--- src/hw/rtl/fmwa_pkg.sv ---
`default_nettype none
package fmwa_pkg;

   // set count and field widths
   localparam int NUM_SETS          = 5;
   localparam int BP_BITS           = 10;
   localparam int LVL_BITS          = 8;
   localparam int LEVELS_BITS       = NUM_SETS * LVL_BITS;
   localparam int AMOUNT_BITS       = 16;
   localparam int FRAC_BITS         = 8;
   localparam int PROD_BITS         = LVL_BITS + BP_BITS;
   localparam int NUM_BITS          = PROD_BITS + FRAC_BITS;
   localparam int QUO_BITS          = AMOUNT_BITS;
   localparam int MOISTURE_BITS_DEF = 10;

   // configuration port
   localparam int CSR_IDX_BITS  = 3;
   localparam int CSR_DATA_BITS = LEVELS_BITS;
   localparam logic [CSR_IDX_BITS-1:0] CSR_LEVELS = 3'd5;

   // reset values
   localparam logic [BP_BITS-1:0] BP_RESET [NUM_SETS] =
      '{10'd300, 10'd400, 10'd500, 10'd600, 10'd700};
   localparam logic [LEVELS_BITS-1:0] LEVELS_RESET = 40'h02_06_04_08_0A;

   // classify stage payload
   typedef struct packed {
      logic                   bad;
      logic                   exact;
      logic                   neg;
      logic [AMOUNT_BITS-1:0] base;
      logic [LVL_BITS-1:0]    diff;
      logic [BP_BITS-1:0]     dm;
      logic [BP_BITS-1:0]     den;
   } cls_type;

   // multiply stage payload
   typedef struct packed {
      logic                   bad;
      logic                   exact;
      logic                   neg;
      logic [AMOUNT_BITS-1:0] base;
      logic [BP_BITS-1:0]     den;
      logic [NUM_BITS-1:0]    num;
   } mul_type;

   // divider stage payload
   typedef struct packed {
      logic                   bad;
      logic                   exact;
      logic                   neg;
      logic [AMOUNT_BITS-1:0] base;
      logic [BP_BITS-1:0]     den;
      logic [NUM_BITS-1:0]    rem;
      logic [QUO_BITS-1:0]    quo;
   } div_type;

endpackage
`default_nettype wire

--- src/hw/rtl/fuzzy_moisture_to_water_amount_top.sv ---
`default_nettype none
// pipeline: a request passes through the classify stage, the multiply stage,
// sixteen restoring divider stages and the output register, in that order
// throughput: one request per cycle; each divider stage resolves one quotient bit
// stages hold their data under back-pressure and bubbles are squeezed out
// reset: synchronous, active high; clears all valid bits and reloads the
// breakpoints and water levels to their defaults
module fuzzy_moisture_to_water_amount_top #(
   parameter int MOISTURE_BITS = fmwa_pkg::MOISTURE_BITS_DEF
) (
   input  wire logic                               clock,
   input  wire logic                               reset,
   input  wire logic                               req_valid,
   output logic                                    req_ready,
   input  wire logic [MOISTURE_BITS-1:0]           req_moisture,
   output logic                                    rsp_valid,
   input  wire logic                               rsp_ready,
   output logic [fmwa_pkg::AMOUNT_BITS-1:0]        rsp_water_amount,
   output logic                                    rsp_exact_level,
   output logic                                    rsp_bad_config,
   input  wire logic                               csr_we,
   input  wire logic [fmwa_pkg::CSR_IDX_BITS-1:0]  csr_index,
   input  wire logic [fmwa_pkg::CSR_DATA_BITS-1:0] csr_wdata
);
   import fmwa_pkg::*;

   localparam int CMP_W      = (MOISTURE_BITS > BP_BITS) ? MOISTURE_BITS : BP_BITS;
   localparam int DIV_STAGES = QUO_BITS;

   // configuration registers
   logic [BP_BITS-1:0]     bp_ff [NUM_SETS];
   logic [LEVELS_BITS-1:0] levels_ff;

   always_ff @(posedge clock) begin
      if (reset) begin
         for (int k = 0; k < NUM_SETS; k++) begin
            bp_ff[k] <= BP_RESET[k];
         end
         levels_ff <= LEVELS_RESET;
      end else if (csr_we) begin
         if (csr_index < CSR_LEVELS) begin
            bp_ff[csr_index] <= csr_wdata[BP_BITS-1:0];
         end else if (csr_index == CSR_LEVELS) begin
            levels_ff <= csr_wdata;
         end
      end
   end

   // pipeline valid bits and ready chain
   logic                  cls_vld_ff;
   logic                  mul_vld_ff;
   logic [DIV_STAGES-1:0] div_vld_ff;
   logic                  rsp_vld_ff;
   logic                  cls_rdy;
   logic                  mul_rdy;
   logic [DIV_STAGES-1:0] div_rdy;
   logic                  out_rdy;

   assign out_rdy = !rsp_vld_ff || rsp_ready;
   assign mul_rdy = !mul_vld_ff || div_rdy[0];
   assign cls_rdy = !cls_vld_ff || mul_rdy;
   assign req_ready = cls_rdy;

   always_comb begin
      div_rdy[DIV_STAGES-1] = !div_vld_ff[DIV_STAGES-1] || out_rdy;
      for (int j = DIV_STAGES - 2; j >= 0; j--) begin
         div_rdy[j] = !div_vld_ff[j] || div_rdy[j+1];
      end
   end

   // classify: config check, interval search, blend operands
   cls_type              cls_in;
   cls_type              cls_ff;
   logic [CMP_W-1:0]     mx;
   logic [CMP_W-1:0]     bpx [NUM_SETS];

   always_comb begin
      logic                bad;
      logic                found;
      logic [LVL_BITS-1:0] la;
      logic [LVL_BITS-1:0] lb;
      mx = CMP_W'(req_moisture);
      for (int k = 0; k < NUM_SETS; k++) begin
         bpx[k] = CMP_W'(bp_ff[k]);
      end
      bad = 1'b0;
      for (int k = 0; k < NUM_SETS - 1; k++) begin
         if (bp_ff[k] >= bp_ff[k+1]) begin
            bad = 1'b1;
         end
      end
      cls_in       = '0;
      cls_in.den   = BP_BITS'(1);
      found        = 1'b0;
      la           = '0;
      lb           = '0;
      if (bad) begin
         cls_in.bad = 1'b1;
      end else if (mx <= bpx[0]) begin
         cls_in.exact = 1'b1;
         cls_in.base  = {levels_ff[LVL_BITS-1:0], FRAC_BITS'(0)};
      end else if (mx >= bpx[NUM_SETS-1]) begin
         cls_in.exact = 1'b1;
         cls_in.base  = {levels_ff[LEVELS_BITS-1 -: LVL_BITS], FRAC_BITS'(0)};
      end else begin
         for (int k = 0; k < NUM_SETS - 1; k++) begin
            if (!found && mx >= bpx[k] && mx < bpx[k+1]) begin
               found       = 1'b1;
               la          = levels_ff[LVL_BITS*k +: LVL_BITS];
               lb          = levels_ff[LVL_BITS*(k+1) +: LVL_BITS];
               cls_in.base = {la, FRAC_BITS'(0)};
               if (mx == bpx[k]) begin
                  cls_in.exact = 1'b1;
               end else begin
                  cls_in.neg  = lb < la;
                  cls_in.diff = (lb < la) ? la - lb : lb - la;
                  cls_in.dm   = BP_BITS'(mx - bpx[k]);
                  cls_in.den  = bp_ff[k+1] - bp_ff[k];
               end
            end
         end
      end
   end

   always_ff @(posedge clock) begin
      if (reset) begin
         cls_vld_ff <= 1'b0;
      end else if (cls_rdy) begin
         cls_vld_ff <= req_valid;
      end
   end

   always_ff @(posedge clock) begin
      if (cls_rdy && req_valid) begin
         cls_ff <= cls_in;
      end
   end

   // multiply: level gap times distance, scaled to 1/256
   mul_type              mul_in;
   mul_type              mul_ff;
   logic [PROD_BITS-1:0] prod;

   always_comb begin
      prod         = PROD_BITS'(cls_ff.diff) * PROD_BITS'(cls_ff.dm);
      mul_in.bad   = cls_ff.bad;
      mul_in.exact = cls_ff.exact;
      mul_in.neg   = cls_ff.neg;
      mul_in.base  = cls_ff.base;
      mul_in.den   = cls_ff.den;
      mul_in.num   = {prod, FRAC_BITS'(0)};
   end

   always_ff @(posedge clock) begin
      if (reset) begin
         mul_vld_ff <= 1'b0;
      end else if (mul_rdy) begin
         mul_vld_ff <= cls_vld_ff;
      end
   end

   always_ff @(posedge clock) begin
      if (mul_rdy && cls_vld_ff) begin
         mul_ff <= mul_in;
      end
   end

   // restoring divider, one quotient bit per stage, msb first
   div_type div_src [DIV_STAGES];
   div_type div_in  [DIV_STAGES];
   div_type div_ff  [DIV_STAGES];
   logic    div_src_vld [DIV_STAGES];

   always_comb begin
      div_src[0].bad   = mul_ff.bad;
      div_src[0].exact = mul_ff.exact;
      div_src[0].neg   = mul_ff.neg;
      div_src[0].base  = mul_ff.base;
      div_src[0].den   = mul_ff.den;
      div_src[0].rem   = mul_ff.num;
      div_src[0].quo   = '0;
      div_src_vld[0]   = mul_vld_ff;
      for (int j = 1; j < DIV_STAGES; j++) begin
         div_src[j]     = div_ff[j-1];
         div_src_vld[j] = div_vld_ff[j-1];
      end
   end

   for (genvar j = 0; j < DIV_STAGES; j++) begin : g_div
      localparam int SH = DIV_STAGES - 1 - j;
      logic [NUM_BITS:0] trial;

      always_comb begin
         trial     = {1'b0, div_src[j].rem} - {1'b0, NUM_BITS'(div_src[j].den) << SH};
         div_in[j] = div_src[j];
         if (!trial[NUM_BITS]) begin
            div_in[j].rem     = trial[NUM_BITS-1:0];
            div_in[j].quo[SH] = 1'b1;
         end
      end

      always_ff @(posedge clock) begin
         if (reset) begin
            div_vld_ff[j] <= 1'b0;
         end else if (div_rdy[j]) begin
            div_vld_ff[j] <= div_src_vld[j];
         end
      end

      always_ff @(posedge clock) begin
         if (div_rdy[j] && div_src_vld[j]) begin
            div_ff[j] <= div_in[j];
         end
      end
   end

   // output register: apply signed quotient to base level, zero on bad config
   div_type                last_div;
   logic [AMOUNT_BITS-1:0] amount_in;
   logic [AMOUNT_BITS-1:0] amount_ff;
   logic                   exact_ff;
   logic                   bad_ff;

   assign last_div = div_ff[DIV_STAGES-1];

   always_comb begin
      if (last_div.bad) begin
         amount_in = '0;
      end else if (last_div.neg) begin
         amount_in = last_div.base - last_div.quo;
      end else begin
         amount_in = last_div.base + last_div.quo;
      end
   end

   always_ff @(posedge clock) begin
      if (reset) begin
         rsp_vld_ff <= 1'b0;
      end else if (out_rdy) begin
         rsp_vld_ff <= div_vld_ff[DIV_STAGES-1];
      end
   end

   always_ff @(posedge clock) begin
      if (out_rdy && div_vld_ff[DIV_STAGES-1]) begin
         amount_ff <= amount_in;
         exact_ff  <= last_div.exact;
         bad_ff    <= last_div.bad;
      end
   end

   assign rsp_valid        = rsp_vld_ff;
   assign rsp_water_amount = amount_ff;
   assign rsp_exact_level  = exact_ff;
   assign rsp_bad_config   = bad_ff;

   // checks on internal consistency
   a_bad_zero: assert property (@(posedge clock) disable iff (reset)
      rsp_vld_ff && bad_ff |-> amount_ff == '0 && !exact_ff)
      else $error("bad config response carries nonzero amount or exact flag");

   a_no_blend_num: assert property (@(posedge clock) disable iff (reset)
      mul_vld_ff && (mul_ff.bad || mul_ff.exact) |-> mul_ff.num == '0)
      else $error("exact or bad request has nonzero numerator");

   a_dist_in_range: assert property (@(posedge clock) disable iff (reset)
      cls_vld_ff && !cls_ff.bad && !cls_ff.exact |-> cls_ff.dm < cls_ff.den)
      else $error("blend distance not below interval width");

   a_div_rem: assert property (@(posedge clock) disable iff (reset)
      div_vld_ff[DIV_STAGES-1] |-> last_div.rem < NUM_BITS'(last_div.den))
      else $error("divider remainder not below divisor");

   a_out_stall: assert property (@(posedge clock) disable iff (reset)
      rsp_vld_ff && !rsp_ready |=> rsp_vld_ff && $stable(amount_ff))
      else $error("output register changed while stalled");

endmodule
`default_nettype wire

--- config.mk ---
export PLATFORM = sky130hd
export DESIGN_NAME = fuzzy_moisture_to_water_amount_top
export DESIGN_NICKNAME = d
export VERILOG_FILES = /design/src/hw/rtl/fmwa_pkg.sv /design/src/hw/rtl/fuzzy_moisture_to_water_amount_top.sv
export SDC_FILE = /design/constraint.sdc
export NUM_CORES = 2
export LEC_CHECK = 0
export BUFFER_PORTS_ARGS = -buffer_cell sky130_fd_sc_hd__clkbuf_2
export CAP_MARGIN = 20
export CORE_AREA = 2 2 361 363
export CTS_CLUSTER_SIZE = 14
export DETAILED_ROUTE_END_ITERATION = 10
export DIE_AREA = 0 0 363 365
export PLACE_DENSITY = 0.52
export SKIP_LAST_GASP = 1
export SYNTH_ARGS = -nofsm -noshare
export SYNTH_HDL_FRONTEND = slang
export SYNTH_SLANG_ARGS = --single-unit
--- constraint.sdc ---
create_clock -name clock -period 14 [get_ports clock]
set_input_delay 2.8 -clock clock [delete_from_list [all_inputs] [get_ports clock]]
set_output_delay 2.8 -clock clock [all_outputs]
set_load 0.01 [all_outputs]
After elaboration in Yosys (flattened, before gate mapping):

Memory sizes are Yosys's and may differ from the RTL's.
Index checks and enable logic that the tools add are counted.

* magnitude comparators: 19
* bitwise operators: 1
* equality and inequality tests: 5
* reductions and logical operators: 71
* multiply operators: 1
* multiplexer cells: 117
* add/sub/neg operators: 34

Operators by type and width (number)
* two-way mux 26 bit: 15
* two-way mux 46 bit: 7
* two-way mux 28 bit: 4
* >= comparator 10 bit: 9
* two-way mux 1 bit: 81
* subtractor 10 bit: 8
* subtractor 8 bit: 8
* two-way mux 16 bit: 3
* == test 10 bit: 4
* < comparator 10 bit: 4
* < comparator 8 bit: 4
* two-way mux 8 bit: 4
* two-way mux 27 bit: 1
* subtractor 26 x 10 -> 27 bit: 1
* subtractor 26 x 11 -> 27 bit: 1
* subtractor 26 x 12 -> 27 bit: 1
* subtractor 26 x 13 -> 27 bit: 1
* subtractor 26 x 14 -> 27 bit: 1
* subtractor 26 x 15 -> 27 bit: 1
* subtractor 26 x 16 -> 27 bit: 1
* subtractor 26 x 17 -> 27 bit: 1
* subtractor 26 x 18 -> 27 bit: 1
* subtractor 26 x 19 -> 27 bit: 1
* subtractor 26 x 20 -> 27 bit: 1
* 21 further kinds: 85

* RAM bits: 1186
* bits of input ports: 58
* memories kept: 2
* register bits: 171
* output and inout bits: 20

Memories
* div_ff: words 16, bits a word 71, rd ports 16, clocked after Yosys merged registers in 0, wr ports 16, line fuzzy_moisture_to_water_amount_top.sv:171 `div_type div_ff [DIV_STAGES];`
* bp_ff: words 5, bits a word 10, rd ports 5, clocked after Yosys merged registers in 0, wr ports 5, line fuzzy_moisture_to_water_amount_top.sv:31 `logic [BP_BITS-1:0] bp_ff [NUM_SETS];`

Logic depth before layout (Yosys ltp):

An unclocked memory read counts as a cell.

* depth in word-level cells: 27
* mapped depth: 19
* gate-level depth less buffers: 19

Worst setup path before layout:

Ideal clock, no wire load.

* path kind: input to register
* start: input rsp_ready
* end: memory div_ff[1][357] in the netlist's numbering, enable pin
* buffers on the path: 0
* cell stages on the path: 3
* arrival: 7.373 ns
* data required time: 13.434 ns
* slack: 6.061 ns
* cells stage by stage: nor2b_2 > and3_1 > a21boi_0

RTL lines
* start: declaration: line fuzzy_moisture_to_water_amount_top.sv:17 `input wire logic rsp_ready,`
* end: declaration: line fuzzy_moisture_to_water_amount_top.sv:171

Final worst setup path:

* start: input rsp_ready
* end: output req_ready

* longest elaborated chain between the ends: 19

RTL lines
* logical OR 1 bit: line fuzzy_moisture_to_water_amount_top.sv:59 `assign out_rdy = !rsp_vld_ff || rsp_ready;`
* logical OR 1 bit: line fuzzy_moisture_to_water_amount_top.sv:65 `div_rdy[DIV_STAGES-1] = !div_vld_ff[DIV_STAGES-1] || out_rdy;`
* logical OR 1 bit (15 in a row): line fuzzy_moisture_to_water_amount_top.sv:67 `div_rdy[j] = !div_vld_ff[j] || div_rdy[j+1];`
* logical OR 1 bit: line fuzzy_moisture_to_water_amount_top.sv:60 `assign mul_rdy = !mul_vld_ff || div_rdy[0];`
* logical OR 1 bit: line fuzzy_moisture_to_water_amount_top.sv:61 `assign cls_rdy = !cls_vld_ff || mul_rdy;`
* end: declaration: line fuzzy_moisture_to_water_amount_top.sv:14 `output logic req_ready,`

No other way between the ends.

==> results.yml <==
setup_path:
  slowest_delay_ps: 760
  critPathSlowestCell: "nor4_2"
  crit_top_cell: "and3_1"
  critPathRequiredTime_ps: 11200
  crit_chain: "clkbuf_2, nor2b_2, and3_1, and3_1, nand2_1, nor4_2, and3_1, and3_1, nand3_1, clkbuf_2"
  cp.arrival_ps: 5970
  path_buf_inv: 2
  cp.depth: 10
  critPathLaunchType: "input pin"
  path_max_fanout: 6
  worstRegToRegCells: 17
  end_kind: "output port"
  criticalPathCategory: "input pin to output port"
  critPathTopFamily: "simple AND/OR/NAND/NOR gates"
synth:
  synth.most_common_cell: "edfxtp_1"
  seq_area_frac_synth_pct: 55.5
  ys_ff_latch: 965
  async_flop_share_pct: 0
  netlist_instances: 4322
  syn_avg_cell_area_um2: 11.8
  synthTopCellsByArea: "edfxtp_1 53%, ha_1 8.5%, inv_1 3.1%"
  synthesis.area_um2: 51100
  synth_top_cells_by_count: "906 x edfxtp_1, 425 x inv_1, 348 x ha_1"
  synth_top_cell_area_share_pct: 53.2
  synth_edf_count: 906
  synth_fp_nets: 4807
  ys_warn_count: 0
  yosys.area.top_type: "edfxtp_1"
  synthFlopType: "edfxtp_1"
  ys_types: 107
timing:
  fmax_ghz: 0.114
  rsz0062_at_grt: "no"
  finClkSkew_ps: 71.1
  slew_headroom_pct: 28.5
  setup_viol_count_final: 0
  whs_ps: 381
  tns_ps: 0
  finalHoldViolCount: 0
  min_period_over_period_pct: 62.6
  drv_slew: 0
  worst_pin_slew_ps: 1060
  min_period_ps: 8770
grt:
  antenna_found_initial: 0
  gr-usage-all-layers_pct: 16.4
  grt_pass1_wl_um: 173000
  gr-total-overflow: 0
  grt_max_degree: 64
  grt_pass1_vias: 31800
pwr:
  power_density_nw_per_um2: 114
  p_leak_nw: 21.7
  ir_drop_uv: 92.3
die:
  fp-row-count: 132
  die_w_um: 363
  start_util_pct: 39.7
  io_pins: 78
  die_h_um: 365
  core_area_um2: 129000
  die_area_um2: 132000
clocking:
  cts.sinks: 965
  clk_pin_slew_ps: 60
  cts_tree: "yes"
  clockRootBuffer: "clkbuf_16"
  clk_latency_ps: 720
  htreeDepth: 3
  cts-resized-gates: 0
  cts_setup_buffers: 0
  cts_hold_buffers: 0
  cts_buffer_depth: 3
  cts_buffers: 108
route:
  vias_per_cell: 5.07
  drcViolationCount: 0
  num_vias: 31600
  first_pass_iters: 5
  wl_per_cell_um: 17.3
  detail_route.iter0.violations: 1810
  routed_wl_um: 108000
  final_antenna_net_count: 0
layout:
  instances_no_fill: 6234
  nFillCells: 11900
  syn_to_final_growth_pct: 12.1
  final_util_pct: 44.6
  n_antenna_cell: 0
  nNetsFinal: 4953
  drive_above_1_share_pct: 8.27
run:
  drv_cap: 0
min_path:
  hp-class: "flop to flop"
  hold-path-cell-count: 0
outcome:
  outcome: "completed"
placed_design:
  numPortBuffers: 77
  post-place-cells: 6030
  place.gp.congestion: 0.883
  dpl.hpwl_um: 82400
==> cell families (layout without fill, tap and decap cells) <==
group / count (synthesis) / count (layout) / synth area share (%)
mux: 67 / 67 / 1.39
buf+inv: 507 / 744 / 3.85
xor+xnor: 284 / 284 / 4.86
compound gates: 857 / 857 / 10.8
flops: 965 / 965 / 55.5
simple gates: 1215 / 1215 / 11.9
fa+ha+maj: 427 / 427 / 11.6
==> cells in the final DEF (no fill, tap or decap), drive strengths merged, types with 21 or more instances in the layout <==
cell,n
clkinv,47
mux2,30
ha,348
a221oi,26
o22ai,22
nand3,36
o21a,24
a21o,60
xor2,152
nand2b,86
a21boi,34
o31ai,32
nor2,270
clkbuf,211
mux2i,37
edfxtp,906
o21ai,222
and3,23
nor2b,77
xnor2,132
dfxtp,59
and2,108
nor3,110
a31oi,28
nor4,30
buf,36
a21oi,253
inv,434
fa,79
nand4,21
or3,57
nand2,341
==> registers in the layout, summed over array words and instances (netlist names), 15 cells and up <==
register	flops
div_ff	760
bp_ff	50
levels_ff	40
cls_ff	39
div_in	21
div_src	18
rsp_water_amount	16
div_src_vld	15
==> final timing paths <==
path | end | start | slack, ps
setup / recovery | req_ready | rsp_ready | 5230
hold / removal | div_ff[0][239] | div_ff[0][168] | 380
setup reg to reg | div_src[1106] | cls_ff[24] | 8990
hold reg to reg | div_ff[0][239] | div_ff[0][168] | 380
==> layout make-up <==
type	instances	area (um2)	area share (%)
clock buffer	134	2800	4.88
clock inverter	67	787	1.37
inverter	430	1610	2.82
multi-input combinational	2850	21000	36.6
sequential	965	28400	49.5
tap	1675	2100	3.66
timing repair buffer	113	687	1.20
==> worst reg2reg max path, stage by stage, from the launching register on <==
cell       delay, ps
edfxtp_1         550
and2_1           260
fa_1             460
fa_1             490
ha_1             290
inv_1             50
fa_1             530
inv_1             40
ha_1             320
nor2b_1          150
o21a_1           180
o21ai_0          280
a21oi_1          160
o2111ai_1        320
a31oi_1          190
a21o_1           210
a21oi_1          160
xnor2_1           70
==> metrics by stage <==
stage / power (mW) / worst slack, ps / area [um2]
floorplan: 3.62 / 6060 / 51100
global placement: 3.78 / 5280 / 53700
CTS: 6.66 / 5220 / 57300
finish: 6.56 / 5230 / 57300
global route: 6.82 / 4960 / 57300
detailed placement: 3.78 / 5210 / 53700
==> where the power goes <==
part	leakage, nW	switching [mW]	internal (mW)
Sequential	8.71	0.0288	3.16
Clock	1.73	1.17	1.67
Combinational	11.3	0.322	0.213
==> per-layer routing <==
metal  vias to the layer above  part of all wire (%)  track usage (%)
met5                         -                     0                0
met2                       469                    52             30.6
met4                         0                   3.8             6.01
met1                     15100                    41             19.0
li1                      15900                     -                -
met3                       200                   2.9             2.35
Power figures use the tool's default switching activity.
